`src/rtl/ncsi_pkg.sv`:
```
// Shared constants, types and fixed-point helpers for the spline interpolator.
package ncsi_pkg;

  localparam int MAX_POINTS  = 8;
  localparam int MAX_SAMPLES = 64;
  localparam int IDX_W       = $clog2(MAX_POINTS);
  localparam int CNT_W       = $clog2(MAX_POINTS + 2);
  localparam int K_W         = $clog2(MAX_SAMPLES + 1);
  localparam int STEP_W      = 31;
  localparam int ST_W        = 3;

  localparam logic [STEP_W-1:0] STEP_RESET = 31'd6554;

  // Result status codes
  localparam logic [ST_W-1:0] ST_OK    = 3'd0;
  localparam logic [ST_W-1:0] ST_ORDER = 3'd1;
  localparam logic [ST_W-1:0] ST_MANY  = 3'd2;
  localparam logic [ST_W-1:0] ST_FEW   = 3'd3;
  localparam logic [ST_W-1:0] ST_TRUNC = 3'd4;

  // Datapath operations
  typedef enum logic [4:0] {
    OP_NOP, OP_LOAD, OP_HRD, OP_HST, OP_FINIT, OP_FRD, OP_FL, OP_FMU, OP_FZ, OP_FEND,
    OP_BRD, OP_BC, OP_BB1, OP_BD, OP_BB, OP_SINIT, OP_SSEG, OP_SNEXT, OP_SDT, OP_SM,
    OP_SA_C, OP_SA_B, OP_SA_Y
  } op_e;

  typedef struct packed {
    op_e              op;
    logic [IDX_W-1:0] idx;
    logic             wr;
    logic             emit;
    logic             emit_err;
    logic [ST_W-1:0]  emit_st;
    logic             emit_last;
  } cmd_t;

  typedef struct packed {
    logic div_done;
    logic x_le_last;
    logic t_lt_xr;
  } stat_t;

  function automatic logic signed [47:0] sx48(input logic signed [31:0] v);
    return 48'(v);
  endfunction

  // Saturate to signed 32 bits
  function automatic logic signed [31:0] sat32(input logic signed [47:0] v);
    if (v > 48'sh0000_7FFF_FFFF) return 32'sh7FFF_FFFF;
    if (v < -48'sh0000_8000_0000) return -32'sh8000_0000;
    return v[31:0];
  endfunction

  // Q16.16 product finish: divide by 65536 towards zero, then saturate
  function automatic logic signed [31:0] mulq_fin(input logic signed [63:0] p);
    logic signed [63:0] adj;
    adj = p[63] ? (p + 64'sd65535) : p;
    return sat32(adj[63:16]);
  endfunction

  // Divide by three towards zero through a reciprocal product on the magnitude
  function automatic logic signed [31:0] div3(input logic signed [31:0] v);
    logic [31:0] mag;
    logic [63:0] rp;
    logic [31:0] q;
    mag = v[31] ? 32'(-v) : 32'(v);
    rp  = {32'h0000_0000, mag} * 64'h0000_0000_AAAA_AAAB;
    q   = {1'b0, rp[63:33]};
    return v[31] ? -$signed(q) : $signed(q);
  endfunction

endpackage

```
`src/rtl/ncsi_ctrl.sv`:
```
// Controller: knot counting, solve sequencing and sample sweep control.
module ncsi_ctrl (
  input  logic            clk_i,
  input  logic            rst_ni,
  input  logic            start_i,
  input  logic            last_point_i,
  input  ncsi_pkg::stat_t stat_i,
  output ncsi_pkg::cmd_t  cmd_o,
  output logic            busy_o
);
  import ncsi_pkg::*;

  localparam logic [4:0] S_IDLE  = 5'd0;
  localparam logic [4:0] S_HRD   = 5'd1;
  localparam logic [4:0] S_HW    = 5'd2;
  localparam logic [4:0] S_FINIT = 5'd3;
  localparam logic [4:0] S_FRD   = 5'd4;
  localparam logic [4:0] S_FL    = 5'd5;
  localparam logic [4:0] S_FMU   = 5'd6;
  localparam logic [4:0] S_FW1   = 5'd7;
  localparam logic [4:0] S_FW2   = 5'd8;
  localparam logic [4:0] S_BRD   = 5'd9;
  localparam logic [4:0] S_BC    = 5'd10;
  localparam logic [4:0] S_BB1   = 5'd11;
  localparam logic [4:0] S_BW1   = 5'd12;
  localparam logic [4:0] S_BW2   = 5'd13;
  localparam logic [4:0] S_SINIT = 5'd14;
  localparam logic [4:0] S_SSEG  = 5'd15;
  localparam logic [4:0] S_SCHK  = 5'd16;
  localparam logic [4:0] S_SM1   = 5'd17;
  localparam logic [4:0] S_SA1   = 5'd18;
  localparam logic [4:0] S_SM2   = 5'd19;
  localparam logic [4:0] S_SA2   = 5'd20;
  localparam logic [4:0] S_SM3   = 5'd21;
  localparam logic [4:0] S_SA3   = 5'd22;

  localparam logic [CNT_W-1:0] CNT_FULL = CNT_W'(MAX_POINTS);
  localparam logic [CNT_W-1:0] CNT_OVER = CNT_W'(MAX_POINTS + 1);
  localparam logic [K_W-1:0]   K_MAX    = K_W'(MAX_SAMPLES);

  logic [4:0]       state_q, state_d;
  logic [IDX_W-1:0] idx_q, idx_d;
  logic [CNT_W-1:0] n_q, n_d, cnt_q, cnt_d, cnt_new;
  logic             ord_q, ord_d, ord_new;
  logic [K_W-1:0]   k_q, k_d;
  logic             pend_q, pend_d;
  logic [ST_W-1:0]  err_st;
  logic [CNT_W-1:0] idx_w;
  cmd_t             cmd;

  assign idx_w = CNT_W'(idx_q);

  // Next state and command
  always_comb begin
    state_d = state_q;
    idx_d   = idx_q;
    n_d     = n_q;
    cnt_d   = cnt_q;
    ord_d   = ord_q;
    k_d     = k_q;
    pend_d  = pend_q;
    cnt_new = cnt_q;
    ord_new = ord_q;
    err_st  = ST_OK;
    cmd           = '0;
    cmd.op        = OP_NOP;
    cmd.idx       = idx_q;
    cmd.emit_st   = ST_OK;
    case (state_q)
      S_IDLE: begin
        if (start_i) begin
          cmd.op  = OP_LOAD;
          cmd.idx = cnt_q[IDX_W-1:0];
          if (cnt_q < CNT_FULL) begin
            cmd.wr  = 1'b1;
            cnt_new = cnt_q + CNT_W'(1);
            ord_new = ord_q | ((cnt_q != '0) & stat_i.x_le_last);
          end else begin
            cnt_new = CNT_OVER;
          end
          cnt_d = cnt_new;
          ord_d = ord_new;
          if (last_point_i) begin
            cnt_d = '0;
            ord_d = 1'b0;
            if (cnt_new > CNT_FULL) err_st = ST_MANY;
            else if (ord_new) err_st = ST_ORDER;
            else if (cnt_new < CNT_W'(2)) err_st = ST_FEW;
            else err_st = ST_OK;
            if (err_st != ST_OK) begin
              cmd.emit      = 1'b1;
              cmd.emit_err  = 1'b1;
              cmd.emit_st   = err_st;
              cmd.emit_last = 1'b1;
            end else begin
              n_d     = cnt_new;
              idx_d   = '0;
              state_d = S_HRD;
            end
          end
        end
      end
      S_HRD: begin
        cmd.op = OP_HRD;
        if (idx_q == '0) idx_d = IDX_W'(1);
        else state_d = S_HW;
      end
      S_HW: begin
        if (stat_i.div_done) begin
          cmd.op = OP_HST;
          if (idx_w == n_q - CNT_W'(1)) begin
            state_d = S_FINIT;
          end else begin
            idx_d   = idx_q + IDX_W'(1);
            state_d = S_HRD;
          end
        end
      end
      S_FINIT: begin
        cmd.op  = OP_FINIT;
        cmd.idx = '0;
        if (n_q > CNT_W'(2)) begin
          idx_d   = IDX_W'(1);
          state_d = S_FRD;
        end else begin
          idx_d   = IDX_W'(n_q - CNT_W'(2));
          state_d = S_BRD;
        end
      end
      S_FRD: begin
        cmd.op  = OP_FRD;
        state_d = S_FL;
      end
      S_FL: begin
        cmd.op  = OP_FL;
        state_d = S_FMU;
      end
      S_FMU: begin
        cmd.op  = OP_FMU;
        state_d = S_FW1;
      end
      S_FW1: begin
        if (stat_i.div_done) begin
          cmd.op  = OP_FZ;
          state_d = S_FW2;
        end
      end
      S_FW2: begin
        if (stat_i.div_done) begin
          cmd.op = OP_FEND;
          if (idx_w == n_q - CNT_W'(2)) begin
            state_d = S_BRD;
          end else begin
            idx_d   = idx_q + IDX_W'(1);
            state_d = S_FRD;
          end
        end
      end
      S_BRD: begin
        cmd.op  = OP_BRD;
        state_d = S_BC;
      end
      S_BC: begin
        cmd.op  = OP_BC;
        state_d = S_BB1;
      end
      S_BB1: begin
        cmd.op  = OP_BB1;
        state_d = S_BW1;
      end
      S_BW1: begin
        if (stat_i.div_done) begin
          cmd.op  = OP_BD;
          state_d = S_BW2;
        end
      end
      // Finish b for this segment, then step down or start sampling
      S_BW2: begin
        cmd.op = OP_BB;
        if (idx_q == '0) begin
          k_d     = '0;
          pend_d  = 1'b0;
          state_d = S_SINIT;
        end else begin
          idx_d   = idx_q - IDX_W'(1);
          state_d = S_BRD;
        end
      end
      S_SINIT: begin
        cmd.op  = OP_SINIT;
        cmd.idx = '0;
        idx_d   = '0;
        state_d = S_SSEG;
      end
      S_SSEG: begin
        cmd.op  = OP_SSEG;
        state_d = S_SCHK;
      end
      S_SCHK: begin
        if (stat_i.t_lt_xr) begin
          if (pend_q && (k_q >= K_MAX)) begin
            cmd.emit      = 1'b1;
            cmd.emit_st   = ST_TRUNC;
            cmd.emit_last = 1'b1;
            pend_d        = 1'b0;
            state_d       = S_IDLE;
          end else begin
            cmd.op   = OP_SDT;
            cmd.emit = pend_q;
            pend_d   = 1'b0;
            state_d  = S_SM1;
          end
        end else if (idx_w == n_q - CNT_W'(2)) begin
          cmd.emit      = pend_q;
          cmd.emit_last = 1'b1;
          pend_d        = 1'b0;
          state_d       = S_IDLE;
        end else begin
          cmd.op  = OP_SNEXT;
          idx_d   = idx_q + IDX_W'(1);
          state_d = S_SSEG;
        end
      end
      S_SM1: begin
        cmd.op  = OP_SM;
        state_d = S_SA1;
      end
      S_SA1: begin
        cmd.op  = OP_SA_C;
        state_d = S_SM2;
      end
      S_SM2: begin
        cmd.op  = OP_SM;
        state_d = S_SA2;
      end
      S_SA2: begin
        cmd.op  = OP_SA_B;
        state_d = S_SM3;
      end
      S_SM3: begin
        cmd.op  = OP_SM;
        state_d = S_SA3;
      end
      S_SA3: begin
        cmd.op  = OP_SA_Y;
        pend_d  = 1'b1;
        k_d     = k_q + K_W'(1);
        state_d = S_SCHK;
      end
      default: begin
        state_d = S_IDLE;
      end
    endcase
  end

  // Hold control state
  always_ff @(posedge clk_i or negedge rst_ni) begin
    if (!rst_ni) begin
      state_q <= S_IDLE;
      idx_q   <= '0;
      n_q     <= '0;
      cnt_q   <= '0;
      ord_q   <= 1'b0;
      k_q     <= '0;
      pend_q  <= 1'b0;
    end else begin
      state_q <= state_d;
      idx_q   <= idx_d;
      n_q     <= n_d;
      cnt_q   <= cnt_d;
      ord_q   <= ord_d;
      k_q     <= k_d;
      pend_q  <= pend_d;
    end
  end

  assign cmd_o  = cmd;
  assign busy_o = (state_q != S_IDLE);

  a_k_range: assert property (@(posedge clk_i) disable iff (!rst_ni) k_q <= K_MAX)
    else $error("sample count beyond limit");
  a_cnt_range: assert property (@(posedge clk_i) disable iff (!rst_ni) cnt_q <= CNT_OVER)
    else $error("knot count beyond limit");
  a_idle_clean: assert property (@(posedge clk_i) disable iff (!rst_ni)
    (state_q == S_IDLE) |-> !pend_q)
    else $error("pending sample left in idle");
  a_div_hold: assert property (@(posedge clk_i) disable iff (!rst_ni)
    (state_q == S_HW) && !stat_i.div_done |=> (state_q == S_HW))
    else $error("slope wait left early");

endmodule

```
`config.mk`:
```
export PLATFORM = sky130hd
export DESIGN_NAME = ncsi_ctrl
export DESIGN_NICKNAME = d
export VERILOG_FILES = /design/src/rtl/ncsi_pkg.sv /design/src/rtl/ncsi_ctrl.sv
export SDC_FILE = /design/constraint.sdc
export NUM_CORES = 1
export LEC_CHECK = 0
export BUFFER_PORTS_ARGS = -buffer_cell sky130_fd_sc_hd__buf_4
export CELL_PAD_IN_SITES_DETAIL_PLACEMENT = 0
export CELL_PAD_IN_SITES_GLOBAL_PLACEMENT = 1
export CORE_ASPECT_RATIO = 0.8
export CORE_MARGIN = 2
export CORE_UTILIZATION = 40
export DETAILED_ROUTE_END_ITERATION = 12
export MAX_ROUTING_LAYER = met4
export PLACE_DENSITY = 0.77
export SLEW_MARGIN = 5
export SYNTH_ARGS = -nofsm -noshare
export SYNTH_HDL_FRONTEND = slang
export SYNTH_SLANG_ARGS = --single-unit
export TNS_END_PERCENT = 30
```
`constraint.sdc`:
```
create_clock -name clk_i -period 2.3 [get_ports clk_i]
set_input_delay 0.23 -clock clk_i [delete_from_list [all_inputs] [get_ports clk_i]]
set_output_delay 0.23 -clock clk_i [all_outputs]
set_load 0.05 [all_outputs]
```
==> impl_results.html, run 1 <==
<table>
<tr><th>Metric</th><th>Value</th></tr>
<tr><th colspan="2">Run status</th></tr>
<tr><td>Status</td><td>finished with violations</td></tr>
<tr><td>Violations in the final reports</td><td>setup timing</td></tr>
<tr><th colspan="2">Final layout</th></tr>
<tr><td>Number of fill cells</td><td>502</td></tr>
<tr><td>Final standard cell area without fillers</td><td>0.003104 mm^2</td></tr>
<tr><td>Most used cells in the layout excluding fill and tap cells</td><td>58 x buf_4, 29 x nor2_1, 25 x nand2_1</td></tr>
<tr><td>Layout Nets</td><td>364</td></tr>
<tr><td>Growth of design area from synthesis to finish</td><td>31.62%</td></tr>
<tr><td>Count of non-filler cells in the finished layout</td><td>426</td></tr>
<tr><td>Commonest non-fill, non-tap cell in the layout</td><td>buf_4</td></tr>
<tr><td>Layout cell share with drive strength beyond 1</td><td>32.76%</td></tr>
<tr><td>Number of inserted diodes</td><td>0</td></tr>
<tr><th colspan="2">Clocking</th></tr>
<tr><td>Clock root buffer</td><td>clkbuf_8</td></tr>
<tr><td>Largest buffer count on any clock path</td><td>2</td></tr>
<tr><td>Clk_lat worst skew</td><td>0.27 ns</td></tr>
<tr><td>Number of CTS-inserted buffers</td><td>3</td></tr>
<tr><td>TritonCTS Sinks</td><td>25</td></tr>
<tr><td>Clock slew at reported path FFs</td><td>roughly 0.090 ns</td></tr>
<tr><td>Htree depth</td><td>1</td></tr>
<tr><td>CTS tree</td><td>built</td></tr>
<tr><th colspan="2">Power</th></tr>
<tr><td>Static power due to leakage</td><td>0.001375 uW</td></tr>
<tr><td>Worst VDD drop</td><td>0.8703 mV</td></tr>
<tr><td>Power per unit of standard cell area</td><td>1331 mW/mm^2</td></tr>
<tr><th colspan="2">Drt</th></tr>
<tr><td>Total wirelength of the detailed-routed design</td><td>about 6700 um</td></tr>
<tr><td>Count of vias placed by the detailed router</td><td>2,383</td></tr>
<tr><td>DRC violation total after the first TritonRoute iteration</td><td>~140</td></tr>
<tr><td>Average via count per standard cell</td><td>5.594</td></tr>
<tr><td>DRC violation count after routing</td><td>0</td></tr>
<tr><td>First-pass detailed-route iteration total</td><td>4</td></tr>
<tr><td>Number of routed nets with antenna violations</td><td>0</td></tr>
<tr><td>Routed wire length per instance</td><td>between 15 and 20 um</td></tr>
<tr><th colspan="2">Global routing</th></tr>
<tr><td>Peak-usage layer in the global routing report</td><td>met2</td></tr>
<tr><td>Met2 demand-to-capacity share in global routing</td><td>33.33%</td></tr>
<tr><td>Global-route wire length before repair</td><td>10,950 um</td></tr>
<tr><td>Met3 Usage GRT</td><td>3.306%</td></tr>
<tr><td>Maximum number of pins on one net before global-route repair</td><td>29</td></tr>
<tr><td>GR Overflow Total</td><td>0</td></tr>
<tr><td>Total global routing track utilization</td><td>21.26%</td></tr>
<tr><td>Global-route met1 utilization</td><td>29.92%</td></tr>
<tr><td>Vias in the first global route</td><td>2,269</td></tr>
<tr><td>Antenna violations before repair</td><td>0</td></tr>
<tr><th colspan="2">Placement</th></tr>
<tr><td>Cells after DPL</td><td>407</td></tr>
<tr><td>Placed standard-cell area</td><td>0.002773 mm^2</td></tr>
<tr><td>Number of buffers inserted by port buffering</td><td>22</td></tr>
<tr><td>Minimum setup slack after placement</td><td>-0.00009459 ns</td></tr>
<tr><td>Placer Congestion</td><td>0.9016</td></tr>
<tr><td>Sum of net half-perimeters after detailed placement</td><td>~5000 um</td></tr>
<tr><th colspan="2">Logic synthesis</th></tr>
<tr><td>Syn avg cell area</td><td>7.862 um^2</td></tr>
<tr><td>Total number of yosys warnings</td><td>0</td></tr>
<tr><td>Net Count, Synth</td><td>315</td></tr>
<tr><td>Yosys cell types</td><td>69</td></tr>
<tr><td>Portion of netlist area occupied by mux cells</td><td>~2.8%</td></tr>
<tr><td>Largest family of logic cells by synthesized area</td><td>compound AO/OA/AOI/OAI gates</td></tr>
<tr><td>Seq cells post-synth</td><td>25</td></tr>
<tr><td>Part of the Yosys area used for sequential elements</td><td>26.53%</td></tr>
<tr><td>Area share of xor/xnor cells in the synthesized design</td><td>5.199%</td></tr>
<tr><td>Dominant synthesized flop cell</td><td>dfrtp_1</td></tr>
<tr><td>Share of synthesized registers carrying an async set or reset</td><td>100.0%</td></tr>
<tr><td>Fraction of the mapped netlist area in simple logic gates</td><td>26.95%</td></tr>
<tr><td>Synthesized cell area</td><td>roughly 0.0024 mm^2</td></tr>
<tr><td>Post-synth EDFFs</td><td>0</td></tr>
<tr><td>Fraction of the mapped netlist area in compound gates</td><td>approximately 27%</td></tr>
<tr><td>Count of mapped cells out of synthesis</td><td>300</td></tr>
<tr><td>Fraction of the mapped netlist area in adder cells</td><td>about 4.6%</td></tr>
<tr><th colspan="2">Die</th></tr>
<tr><td>Cell row count</td><td>24</td></tr>
<tr><td>Initial Util</td><td>42.45%</td></tr>
<tr><td>Top Ports</td><td>23</td></tr>
<tr><td>Vertical die dimension</td><td>72.68 um</td></tr>
<tr><td>Die area</td><td>approximately 0.0065 mm^2</td></tr>
<tr><td>Die X</td><td>89.85 um</td></tr>
<tr><td>Placeable Area</td><td>~0.0056 mm^2</td></tr>
<tr><th colspan="2">Worst setup path</th></tr>
<tr><td>Arrival time reported for the critical path endpoint</td><td>around 2.1 ns</td></tr>
<tr><td>Worst reg-to-reg path cell count</td><td>8</td></tr>
<tr><td>R2R Path End</td><td>idx_q[2]</td></tr>
<tr><td>Critical Path Fanout Max</td><td>2</td></tr>
<tr><td>Worst Setup Path Type</td><td>flip-flop to output pin</td></tr>
<tr><td>Startpoint of the worst register-to-register path</td><td>state_q[3]</td></tr>
<tr><td>Launching element type of the critical path</td><td>flip-flop</td></tr>
<tr><td>Slack of the worst reg-to-reg path</td><td>0.05 ns</td></tr>
<tr><td>CP required</td><td>2.07 ns</td></tr>
<tr><td>Capturing element type of the critical path</td><td>output pin</td></tr>
<tr><td>Launching element of the worst setup path</td><td>n_q[1]</td></tr>
<tr><th colspan="2">Worst hold path</th></tr>
<tr><td>Hold_sp</td><td>stat_i[2]</td></tr>
<tr><td>Min-delay worst type</td><td>input pin to flip-flop</td></tr>
<tr><td>Instance count along the most critical hold path</td><td>2</td></tr>
<tr><td>Worst hold endpoint</td><td>state_q[3]</td></tr>
<tr><th colspan="2">STA</th></tr>
<tr><td>Period Utilization, post-route</td><td>102.7%</td></tr>
<tr><td>Final Critical Period</td><td>2.361 ns</td></tr>
<tr><td>Slew @ Worst Pin</td><td>0.4435 ns</td></tr>
<tr><td>Setup-violating endpoint count in the final report</td><td>3</td></tr>
<tr><td>Final TNS setup</td><td>-0.07902 ns</td></tr>
<tr><td>Maximum clock skew at final layout</td><td>0.008880 ns</td></tr>
<tr><td>Worst hold margin</td><td>between 0.2 and 0.3 ns</td></tr>
<tr><td>Number of hold-slack violations in the final timing report</td><td>0</td></tr>
<tr><td>Top achievable clock speed</td><td>around 420 MHz</td></tr>
<tr><td>Setup repair after global routing missed its margin</td><td>yes</td></tr>
<tr><td>Least setup slack across all paths after layout</td><td>-0.06113 ns</td></tr>
<tr><td>Max-slew headroom</td><td>70.17%</td></tr>
<tr><td>Count of pins over their slew limit</td><td>0</td></tr>
<tr><th colspan="2">Run</th></tr>
<tr><td>Max-cap viol count</td><td>0</td></tr>
</table>
flip-flops by register name (all words and copies together) (netlist names):
signal / count
state_q: 5
idx_q: 3
cnt_q: 4
pend_q: 1
n_q: 4
ord_q: 1
k_q: 7
critical path, stage by stage, from the launching register on:
cell and delay (ns):
dfrtp_1 0.41, inv_2 0.10, buf_6 0.11, ha_4 0.14
xnor2_2 0.10, nand4_1 0.17, or3b_4 0.31, o311ai_4 0.12
a211o_1 0.26, buf_6 0.16
area by class of cell:
type	instances	area (um^2)	area share, %
multi-input cells	238	1722	55.46
inverters	15	58.81	1.894
flip-flops and latches	25	631.9	20.35
well taps	78	97.59	3.144
repair buffers	66	545.5	17.57
clock buffers	3	41.29	1.330
clock inverters	1	7.507	0.2418
layer usage:
| layer | vias to the layer above | wire (um) |
|---|---|---|
| li1 | 1171 | - |
| met1 | 1152 | 3263 |
| met2 | 52 | 3078 |
| met3 | 8 | 310 |
| met4 | 0 | 78 |
| met5 | - | 0 |
kinds of logic after synthesis:
logic type	count (synthesis)
AND/OR/NAND/NOR	119
AO/OA/AOI/OAI	91
buffers and inverters	37
flip-flops	25
XOR/XNOR	14
adder cells (fa/ha/maj)	8
multiplexers	6
worst max-delay path by stage:
stage	to	depth (start not counted)
after CTS	cmd_o[10]	8
after floorplan	cmd_o[0]	7
after detailed placement	idx_q[0]	8
after global routing	cmd_o[10]	9
after global placement	idx_q[2]	6
final	cmd_o[10]	9
Yosys cell counts, types with 2 or more instances:
library cell / instances / share of area [%]
a211o_1: 2 / 0.74
a31oi_1: 3 / 0.80
and3b_1: 2 / 0.74
inv_1: 15 / 2.4
xor2_1: 7 / 2.6
clkbuf_1: 9 / 1.4
dfrtp_1: 25 / 27
buf_2: 8 / 1.7
nor2b_1: 6 / 1.6
nor3_1: 7 / 1.5
a22o_1: 2 / 0.74
o21ai_0: 28 / 5.9
o2bb2ai_1: 2 / 0.74
and2_1: 3 / 0.80
nor2_1: 31 / 4.9
a22oi_1: 2 / 0.64
nand4_1: 2 / 0.53
o221ai_1: 3 / 1.1
o31ai_1: 3 / 0.95
a211oi_1: 2 / 0.64
a21o_1: 2 / 0.64
xnor2_1: 7 / 2.6
nand3_1: 11 / 2.3
nand2b_1: 7 / 1.9
nand3b_1: 2 / 0.64
nor3b_1: 3 / 0.95
and3_1: 6 / 1.6
a21oi_1: 17 / 3.6
mux2_1: 5 / 2.4
a41o_1: 2 / 0.85
a21boi_0: 3 / 0.95
o21ai_1: 2 / 0.42
or3_1: 2 / 0.53
a41oi_1: 2 / 0.74
ha_1: 7 / 3.7
nand2_1: 25 / 4.0
buf_1: 3 / 0.48
per-stage QoR:
step | utilization, % | total power, uW
6_report | 55.88 | 4131
5_1_grt | 55.88 | 4444
4_1_cts | 53.65 | 3934
3_5_place_dp | 49.91 | 3436
3_3_place_gp | 49.91 | 3410
2_1_floorplan | - | 2660
timing repair:
item,in CTS,in global routing
resized for setup,22,24
setup endpoints to repair,13,15
pin swaps,5,4
setup buffers,7,7
hold buffers,1,0
endpoints found under the hold margin,25,0
report_power, final:
part           switching [uW]  total [uW]  internal [uW]
clock                     144         267            123
sequential                225         804            580
combinational            1680        3060           1380
total                    2050        4130           2080
(Power assumes the default switching activity.)
==> run 2, diff against run 1 <==
--- a/config.mk
+++ b/config.mk
@@ -14,2 +14,3 @@
 export DETAILED_ROUTE_END_ITERATION = 12
+export GPL_ROUTABILITY_DRIVEN = 1
 export MAX_ROUTING_LAYER = met4
--- a/constraint.sdc
+++ b/constraint.sdc
@@ -3,2 +3,2 @@
 set_output_delay 0.23 -clock clk_i [all_outputs]
-set_load 0.05 [all_outputs]
+set_load 0.01 [all_outputs]
==> run 2 against run 1 <==
Net effect: critical path type unchanged; the run still ends with setup timing left; worst setup slack better by 0.060 ns; routed wire length up 1.5%; final area down 1.5%; via count up 1.6%; clock skew down 0.0025 ns; combinational power down 8.2%; critical path depth down 1; sequential power down 6.6%; first-iteration DRC count up 85%.
==> impl_results.html, run 2 (same netlist as run 1, synthesis figures left out) <==
<table>
<tr><th>Metric</th><th>Value</th></tr>
<tr><th colspan="2">Run status</th></tr>
<tr><td>Status</td><td>finished with violations (unchanged)</td></tr>
<tr><td>Violations in the final reports</td><td>setup timing (unchanged)</td></tr>
<tr><th colspan="2">Clocking</th></tr>
<tr><td>Htree depth</td><td>1 (unchanged)</td></tr>
<tr><td>TritonCTS Sinks</td><td>25 (unchanged)</td></tr>
<tr><td>Number of CTS-inserted buffers</td><td>3 (unchanged)</td></tr>
<tr><td>Clk_lat worst skew</td><td>0.27 ns (about the same)</td></tr>
<tr><td>Clock slew at reported path FFs</td><td>0.09 ns (about the same)</td></tr>
<tr><td>CTS tree</td><td>built (unchanged)</td></tr>
<tr><td>Largest buffer count on any clock path</td><td>2 (unchanged)</td></tr>
<tr><td>Clock root buffer</td><td>clkbuf_8 (unchanged)</td></tr>
<tr><th colspan="2">Worst setup path</th></tr>
<tr><td>Capturing element type of the critical path</td><td>output pin (unchanged)</td></tr>
<tr><td>Startpoint of the worst register-to-register path</td><td>state_q[3] (unchanged)</td></tr>
<tr><td>Launching element of the worst setup path</td><td>state_q[3] (was n_q[1])</td></tr>
<tr><td>CP required</td><td>2.07 ns (about the same)</td></tr>
<tr><td>Launching element type of the critical path</td><td>flip-flop (unchanged)</td></tr>
<tr><td>Arrival time reported for the critical path endpoint</td><td>2.07 ns (was 2.13 ns)</td></tr>
<tr><td>Worst Setup Path Type</td><td>flip-flop to output pin (unchanged)</td></tr>
<tr><td>Critical Path Fanout Max</td><td>8 (was 2)</td></tr>
<tr><th colspan="2">Power</th></tr>
<tr><td>Switching Fraction</td><td>45.86% (was 49.66%)</td></tr>
<tr><td>Power share of the combinational group</td><td>73.4% (was 74.1%)</td></tr>
<tr><td>Worst VDD drop</td><td>0.3977 mV (was 0.8703 mV)</td></tr>
<tr><td>Register share of total power</td><td>19.6% (was 19.5%)</td></tr>
<tr><td>Static power due to leakage</td><td>0.001398 uW (was 0.001375 uW)</td></tr>
<tr><td>Reported net switching power</td><td>1757 uW (was 2052 uW)</td></tr>
<tr><td>Power per unit of standard cell area</td><td>1253 mW/mm^2 (was 1331 mW/mm^2)</td></tr>
<tr><td>Internal</td><td>2075 uW (was 2080 uW)</td></tr>
<tr><td>Power share of the clock group</td><td>7.0% (was 6.5%)</td></tr>
<tr><th colspan="2">Drt</th></tr>
<tr><td>Routed wire length per instance</td><td>15.86 um (was 15.80 um)</td></tr>
<tr><td>Metal3 WL</td><td>533 um (was 310 um)</td></tr>
<tr><td>Total wirelength of the detailed-routed design</td><td>6834 um (was 6731 um)</td></tr>
<tr><td>Count of vias placed by the detailed router</td><td>2,421 (was 2,383)</td></tr>
<tr><td>Top routing layer used</td><td>met4 (unchanged)</td></tr>
<tr><td>DRC violation count after routing</td><td>0 (unchanged)</td></tr>
<tr><td>First-pass detailed-route iteration total</td><td>5 (was 4)</td></tr>
<tr><td>Average via count per standard cell</td><td>5.617 (was 5.594)</td></tr>
<tr><td>Met1 WL</td><td>3367 um (was 3263 um)</td></tr>
<tr><td>Number of routed nets with antenna violations</td><td>0 (unchanged)</td></tr>
<tr><td>DRC violation total after the first TritonRoute iteration</td><td>253 (was 137)</td></tr>
<tr><td>Met2 WL post-DR</td><td>2921 um (was 3078 um)</td></tr>
<tr><th colspan="2">Final layout</th></tr>
<tr><td>Flip-flop count of the largest register, all copies and words added</td><td>7 (unchanged)</td></tr>
<tr><td>Register containing the most flip-flops in the final layout</td><td>k_q (unchanged)</td></tr>
<tr><td>Final standard cell area without fillers</td><td>0.003058 mm^2 (was 0.003104 mm^2)</td></tr>
<tr><td>Sequential cell area in the final layout</td><td>628.1 um^2 (was 631.9 um^2)</td></tr>
<tr><td>Layout cell share with drive strength beyond 1</td><td>30.88% (was 32.76%)</td></tr>
<tr><td>Number of inserted diodes</td><td>0 (unchanged)</td></tr>
<tr><td>Commonest non-fill, non-tap cell in the layout</td><td>buf_4 (unchanged)</td></tr>
<tr><td>Largest registers</td><td>k_q (7), state_q (5) (unchanged)</td></tr>
<tr><td>Number of fill cells</td><td>540 (was 502)</td></tr>
<tr><td>Layout Nets</td><td>369 (was 364)</td></tr>
<tr><td>Growth of design area from synthesis to finish</td><td>29.66% (was 31.62%)</td></tr>
<tr><td>Area used by multi-input combinational logic</td><td>0.001655 mm^2 (was 0.001722 mm^2)</td></tr>
<tr><td>Most used cells in the layout excluding fill and tap cells</td><td>64 x buf_4, 30 x nor2_1, 26 x o21ai_0 (was 58 x buf_4, 29 x nor2_1, 25 x nand2_1)</td></tr>
<tr><th colspan="2">Die</th></tr>
<tr><td>Initial Util</td><td>42.45% (unchanged)</td></tr>
<tr><td>Top Ports</td><td>23 (unchanged)</td></tr>
<tr><td>Placeable Area</td><td>0.005555 mm^2 (unchanged)</td></tr>
<tr><td>Die X</td><td>89.85 um (unchanged)</td></tr>
<tr><td>Cell row count</td><td>24 (unchanged)</td></tr>
<tr><td>Vertical die dimension</td><td>72.68 um (unchanged)</td></tr>
<tr><td>Die area</td><td>0.006530 mm^2 (unchanged)</td></tr>
<tr><th colspan="2">Placement</th></tr>
<tr><td>Placed standard-cell area</td><td>0.002778 mm^2 (was 0.002773 mm^2)</td></tr>
<tr><td>Placer Congestion</td><td>0.9685 (was 0.9016)</td></tr>
<tr><td>Number of buffers inserted by port buffering</td><td>22 (unchanged)</td></tr>
<tr><td>Minimum setup slack after placement</td><td>-0.02716 ns (was -0.00009459 ns)</td></tr>
<tr><td>Sum of net half-perimeters after detailed placement</td><td>4998 um (was 4908 um)</td></tr>
<tr><th colspan="2">Global routing</th></tr>
<tr><td>Maximum number of pins on one net before global-route repair</td><td>31 (was 29)</td></tr>
<tr><td>GR Overflow Total</td><td>0 (unchanged)</td></tr>
<tr><td>Vias in the first global route</td><td>2,337 (was 2,269)</td></tr>
<tr><td>Antenna violations before repair</td><td>0 (unchanged)</td></tr>
<tr><td>Global-route wire length before repair</td><td>11,250 um (was 10,950 um)</td></tr>
<tr><td>Total global routing track utilization</td><td>21.60% (was 21.26%)</td></tr>
<tr><th colspan="2">STA</th></tr>
<tr><td>Period Utilization, post-route</td><td>100.0% (was 102.7%)</td></tr>
<tr><td>Maximum clock skew at final layout</td><td>0.006417 ns (was 0.008880 ns)</td></tr>
<tr><td>Count of pins over their slew limit</td><td>0 (unchanged)</td></tr>
<tr><td>Least setup slack across all paths after layout</td><td>-0.001054 ns (was -0.06113 ns)</td></tr>
<tr><td>Setup-violating endpoint count in the final report</td><td>1 (was 3)</td></tr>
<tr><td>Setup repair after global routing missed its margin</td><td>yes (unchanged)</td></tr>
<tr><td>Final Critical Period</td><td>2.301 ns (was 2.361 ns)</td></tr>
<tr><td>Max-slew headroom</td><td>68.79% (was 70.17%)</td></tr>
<tr><td>Number of hold-slack violations in the final timing report</td><td>0 (unchanged)</td></tr>
<tr><td>Slew @ Worst Pin</td><td>0.4646 ns (was 0.4435 ns)</td></tr>
<tr><td>Top achievable clock speed</td><td>434.6 MHz (was 423.5 MHz)</td></tr>
<tr><th colspan="2">Worst hold path</th></tr>
<tr><td>Hold_sp</td><td>stat_i[2] (unchanged)</td></tr>
<tr><td>Min-delay worst type</td><td>input pin to flip-flop (unchanged)</td></tr>
<tr><th colspan="2">Run</th></tr>
<tr><td>Max-cap viol count</td><td>0 (unchanged)</td></tr>
</table>
run 2: changes by cell type in the layout (fill, tap and decap cells not counted), moves of 2 or more:
cell,previous run,this run
buf_4,58,64
o21ai_0,21,26
o21ai_2,6,2
dfrtp_1,20,23
dfrtp_2,5,2
ha_4,4,1
ha_1,3,5
nor4_2,0,2
run 2: final cells by class:
cell class              instances  area share (%)
flip-flops and latches         25           20.54
clock buffers                   4           1.473
repair buffers                 71           18.82
inverters                      15           1.841
multi-input cells             238           54.13
well taps                      78           3.191
run 2: power groups by stage:
stage | Combinational, uW | Clock [uW] | Sequential (uW)
after floorplan | 1640 | 0 | 687
after global placement | 2400 | 0 | 739
after detailed placement | 2410 | 0 | 747
after CTS | 2600 | 276 | 737
after global routing | 3050 | 289 | 774
final | 2810 | 269 | 751
run 2: metal layers:
metal,vias up,global-route usage [%]
li1,1183,-
met1,1138,31.29
met2,96,31.57
met3,4,4.959
met4,0,3.248
met5,-,-
run 2: what timing repair did:
action	CTS	global route
buffers inserted	10	5
endpoints found under the hold margin	25	0
pin swaps	6	3
setup endpoints to repair	8	11
hold buffers	1	0
gates resized for setup	16	15
gates cloned	0	0
run 2: final timing paths:
check                                   to  slack [ns]  cells after the start
worst max-delay path             cmd_o[14]      -0.001                      8
worst min-delay path            state_q[3]        0.26                      2
worst max register to register    idx_q[2]        0.01                      7
worst min register to register      k_q[5]        0.49                      1
max in group asynchronous       state_q[2]        1.63                      2
min in group asynchronous           k_q[1]        0.40                      2
run 2: per-stage QoR:
step | util, % | TNS [ns] | cells | hold slack [ns] | power (uW)
global placement | 50.00 | 0 | 411 | 0.1599 | 3141
floorplan | - | 0 | 300 | -0.06559 | 2326
CTS | 53.45 | 0 | 426 | 0.2582 | 3613
finish | 55.05 | -0.001054 | 431 | 0.2639 | 3832
detailed placement | 50.00 | -0.02716 | 411 | 0.1567 | 3162
global route | 55.05 | -0.5803 | 431 | 0.2732 | 4117
run 2: worst max-delay path: stages (launching register included):
cell	delay [ns]
dfrtp_2	0.45
buf_6	0.15
nor4_2	0.20
buf_4	0.17
nand2_2	0.06
or3b_4	0.43
buf_4	0.16
nand2b_1	0.07
buf_4	0.11
==> run 3, diff against run 2 <==
- BUFFER_PORTS_ARGS: -buffer_cell sky130_fd_sc_hd__buf_4 -> -buffer_cell sky130_fd_sc_hd__buf_2
- PLACE_DENSITY: 0.77 -> unset
- PLACE_DENSITY_LB_ADDON: unset -> 0.1
==> run 3 against run 2 <==
Net effect: the flow still finishes with violations (setup timing); core utilization down 1.4 points; largest power group unchanged; critical path type unchanged; critical path depth is 1 lower; non-clock buffer count down 3; sequential share of layout area up 0.61 points; fmax decreased by 0.25%; clock power is 7% higher; first-iteration DRC count shrank 37%; die area did not move; global-route usage up 1.2 points; combinational power is 6% lower.
==> impl_results.html, run 3 (same netlist as run 1, synthesis figures left out) <==
<table>
<tr><th>Metric</th><th>Value</th></tr>
<tr><th colspan="2">Worst setup path</th></tr>
<tr><td>Slack of the worst reg-to-reg path</td><td>0.08 ns (was 0.01 ns)</td></tr>
<tr><td>Count of buffering cells on the critical path with inverters included</td><td>2 (was 4)</td></tr>
<tr><td>Worst Setup Path Type</td><td>flip-flop to output pin (unchanged)</td></tr>
<tr><td>Critical path's slowest cell</td><td>dfrtp_2 (unchanged)</td></tr>
<tr><td>Kind of cell adding the most delay to the critical path</td><td>compound AO/OA/AOI/OAI gates (was simple AND/OR/NAND/NOR gates)</td></tr>
<tr><td>Worst reg-to-reg path cell count</td><td>6 (was 7)</td></tr>
<tr><td>CP required</td><td>2.07 ns (about the same)</td></tr>
<tr><td>R2R Path End</td><td>idx_q[2] (unchanged)</td></tr>
<tr><td>Startpoint of the worst register-to-register path</td><td>state_q[3] (unchanged)</td></tr>
<tr><td>Critical Path Fanout Max</td><td>7 (was 8)</td></tr>
<tr><td>Capturing element type of the critical path</td><td>output pin (unchanged)</td></tr>
<tr><td>Cells along the critical path</td><td>buf_4, and3b_1, nor2b_1, o21ai_1, o311ai_4, a211o_1, buf_2 (was buf_6, nor4_2, buf_4, nand2_2, or3b_4, buf_4, nand2b_1, buf_4)</td></tr>
<tr><td>Logic depth of the worst path, buffers included</td><td>7 (was 8)</td></tr>
<tr><td>Arrival time reported for the critical path endpoint</td><td>2.08 ns (was 2.07 ns)</td></tr>
<tr><td>Max stage delay on crit path</td><td>0.50 ns (was 0.45 ns)</td></tr>
<tr><td>Launching element type of the critical path</td><td>flip-flop (unchanged)</td></tr>
<tr><th colspan="2">Die</th></tr>
<tr><td>Vertical die dimension</td><td>72.68 um (unchanged)</td></tr>
<tr><td>Die X</td><td>89.85 um (unchanged)</td></tr>
<tr><td>Top Ports</td><td>23 (unchanged)</td></tr>
<tr><td>Cell row count</td><td>24 (unchanged)</td></tr>
<tr><td>Placeable Area</td><td>0.005555 mm^2 (unchanged)</td></tr>
<tr><td>Initial Util</td><td>42.45% (unchanged)</td></tr>
<tr><td>Die area</td><td>0.006530 mm^2 (unchanged)</td></tr>
<tr><th colspan="2">Final layout</th></tr>
<tr><td>Largest registers</td><td>k_q (7), state_q (5) (unchanged)</td></tr>
<tr><td>Flip-flop count of the largest register, all copies and words added</td><td>7 (unchanged)</td></tr>
<tr><td>Commonest non-fill, non-tap cell in the layout</td><td>buf_4 (unchanged)</td></tr>
<tr><td>Area used by multi-input combinational logic</td><td>0.001683 mm^2 (was 0.001655 mm^2)</td></tr>
<tr><td>Number of inserted diodes</td><td>0 (unchanged)</td></tr>
<tr><td>Growth of design area from synthesis to finish</td><td>26.42% (was 29.66%)</td></tr>
<tr><td>Count of non-filler cells in the finished layout</td><td>428 (was 431)</td></tr>
<tr><td>Most used cells in the layout excluding fill and tap cells</td><td>43 x buf_4, 31 x nor2_1, 24 x nand2_1, 24 x o21ai_0, 22 x buf_2 (was 64 x buf_4, 30 x nor2_1, 26 x o21ai_0)</td></tr>
<tr><td>Sequential cell area in the final layout</td><td>630.6 um^2 (was 628.1 um^2)</td></tr>
<tr><td>Register containing the most flip-flops in the final layout</td><td>k_q (unchanged)</td></tr>
<tr><td>Layout cell share with drive strength beyond 1</td><td>31.14% (was 30.88%)</td></tr>
<tr><td>Layout Nets</td><td>366 (was 369)</td></tr>
<tr><td>Number of fill cells</td><td>536 (was 540)</td></tr>
<tr><th colspan="2">Clocking</th></tr>
<tr><td>CTS tree</td><td>built (unchanged)</td></tr>
<tr><td>TritonCTS Sinks</td><td>25 (unchanged)</td></tr>
<tr><td>Clock root buffer</td><td>clkbuf_8 (unchanged)</td></tr>
<tr><td>Htree depth</td><td>1 (unchanged)</td></tr>
<tr><td>Number of CTS-inserted buffers</td><td>3 (unchanged)</td></tr>
<tr><td>Clk_lat worst skew</td><td>0.28 ns (was 0.27 ns)</td></tr>
<tr><td>Largest buffer count on any clock path</td><td>2 (unchanged)</td></tr>
<tr><td>Clock slew at reported path FFs</td><td>0.10 ns (was 0.09 ns)</td></tr>
<tr><th colspan="2">STA</th></tr>
<tr><td>Period Utilization, post-route</td><td>100.3% (was 100.0%)</td></tr>
<tr><td>Max-slew headroom</td><td>59.18% (was 68.79%)</td></tr>
<tr><td>Slew @ Worst Pin</td><td>0.6124 ns (was 0.4646 ns)</td></tr>
<tr><td>Number of hold-slack violations in the final timing report</td><td>0 (unchanged)</td></tr>
<tr><td>Count of pins over their slew limit</td><td>0 (unchanged)</td></tr>
<tr><td>Least setup slack across all paths after layout</td><td>-0.006762 ns (was -0.001054 ns)</td></tr>
<tr><td>Final TNS setup</td><td>-0.006762 ns (was -0.001054 ns)</td></tr>
<tr><td>Final Critical Period</td><td>2.307 ns (was 2.301 ns)</td></tr>
<tr><td>Top achievable clock speed</td><td>433.5 MHz (was 434.6 MHz)</td></tr>
<tr><td>Setup-violating endpoint count in the final report</td><td>1 (unchanged)</td></tr>
<tr><td>Setup repair after global routing missed its margin</td><td>yes (unchanged)</td></tr>
<tr><td>Maximum clock skew at final layout</td><td>0.005899 ns (was 0.006417 ns)</td></tr>
<tr><th colspan="2">Power</th></tr>
<tr><td>Static power due to leakage</td><td>0.001367 uW (was 0.001398 uW)</td></tr>
<tr><td>Power per unit of standard cell area</td><td>1234 mW/mm^2 (was 1253 mW/mm^2)</td></tr>
<tr><td>Worst VDD drop</td><td>0.6751 mV (was 0.3977 mV)</td></tr>
<tr><th colspan="2">Run status</th></tr>
<tr><td>Status</td><td>finished with violations (unchanged)</td></tr>
<tr><td>Violations in the final reports</td><td>setup timing (unchanged)</td></tr>
<tr><th colspan="2">Drt</th></tr>
<tr><td>DRC violation total after the first TritonRoute iteration</td><td>160 (was 253)</td></tr>
<tr><td>Number of routed nets with antenna violations</td><td>0 (unchanged)</td></tr>
<tr><td>Count of vias placed by the detailed router</td><td>2,383 (was 2,421)</td></tr>
<tr><td>DRC violation count after routing</td><td>0 (unchanged)</td></tr>
<tr><td>Total wirelength of the detailed-routed design</td><td>6936 um (was 6834 um)</td></tr>
<tr><td>Average via count per standard cell</td><td>5.568 (was 5.617)</td></tr>
<tr><td>First-pass detailed-route iteration total</td><td>4 (was 5)</td></tr>
<tr><td>Routed wire length per instance</td><td>16.21 um (was 15.86 um)</td></tr>
<tr><th colspan="2">Placement</th></tr>
<tr><td>Cells after DPL</td><td>413 (was 411)</td></tr>
<tr><td>Number of buffers inserted by port buffering</td><td>22 (unchanged)</td></tr>
<tr><td>Sum of net half-perimeters after detailed placement</td><td>5148 um (was 4998 um)</td></tr>
<tr><td>Placer Congestion</td><td>0.8544 (was 0.9685)</td></tr>
<tr><th colspan="2">Global routing</th></tr>
<tr><td>Maximum number of pins on one net before global-route repair</td><td>26 (was 31)</td></tr>
<tr><td>Total global routing track utilization</td><td>22.81% (was 21.60%)</td></tr>
<tr><td>Antenna violations before repair</td><td>0 (unchanged)</td></tr>
<tr><td>Global-route wire length before repair</td><td>11,710 um (was 11,250 um)</td></tr>
<tr><td>GR Overflow Total</td><td>0 (unchanged)</td></tr>
<tr><td>Vias in the first global route</td><td>2,242 (was 2,337)</td></tr>
<tr><th colspan="2">Run</th></tr>
<tr><td>Max-cap viol count</td><td>0 (unchanged)</td></tr>
<tr><th colspan="2">Worst hold path</th></tr>
<tr><td>Min-delay worst type</td><td>input pin to flip-flop (unchanged)</td></tr>
<tr><td>Worst hold endpoint</td><td>state_q[3] (unchanged)</td></tr>
<tr><td>Hold_sp</td><td>stat_i[2] (unchanged)</td></tr>
<tr><td>Instance count along the most critical hold path</td><td>2 (unchanged)</td></tr>
</table>
-- run 3: cell types whose count changed in the layout (fill, tap and decap cells not counted), moves of 2 or more --
cell / previous run / this run
buf_2: 0 / 22
o21ai_1: 3 / 5
o21ai_0: 26 / 24
dfrtp_2: 2 / 4
dfrtp_1: 23 / 21
ha_1: 5 / 3
nor4_2: 2 / 0
buf_12: 2 / 0
buf_4: 64 / 43
buf_6: 4 / 2
-- run 3: final cells by class --
class	count	area share (%)
Tap cell	78	3.273
Inverter	15	1.888
Clock buffer	3	1.385
Multi-Input combinational cell	238	56.44
Timing Repair Buffer	68	15.61
Sequential cell	25	21.15
Clock inverter	1	0.2518
-- run 3: report_power, final --
part / internal [uW] / switching (uW) / total (uW)
registers: 578 / 182 / 761
logic: 1250 / 1380 / 2630
clock network: 123 / 164 / 287
-- run 3: through the flow --
stage                     hold WS, ns  setup slack [ns]  cell area, um^2  power [uW]  util, %
final                          0.2913         -0.006762             2982        3680    53.67
after global routing           0.3163          -0.07482             2982        4005    53.67
after CTS                      0.2863         -0.005946             2863        3496    51.53
after detailed placement       0.2809           0.08768             2725        3087    49.05
after global placement         0.2711           0.04580             2725        3082    49.05
after floorplan              -0.06559           0.02319             2359        2326        -
-- run 3: how the worst max path moves through the flow --
stage                from         end
5_1_grt            n_q[2]   cmd_o[10]
4_1_cts          cnt_q[1]    cmd_o[5]
2_1_floorplan    cnt_q[0]    idx_q[1]
6_report       state_q[2]   cmd_o[10]
3_5_place_dp       n_q[2]  state_q[0]
3_3_place_gp   state_q[1]    idx_q[2]
-- run 3: routing by layer --
metal	wire length (um)	GRT usage, %	up-vias
li1	-	-	1172
met1	3714	34.84	1166
met2	2951	33.25	43
met3	261	2.789	2
met4	8	2.906	0
met5	0	-	-
-- run 3: repair_timing --
item	CTS	global route
pin swaps	2	5
hold buffers	1	0
resized for setup	9	26
buffers inserted	6	5
hold endpoints to repair	25	0
setup endpoints to repair	4	16
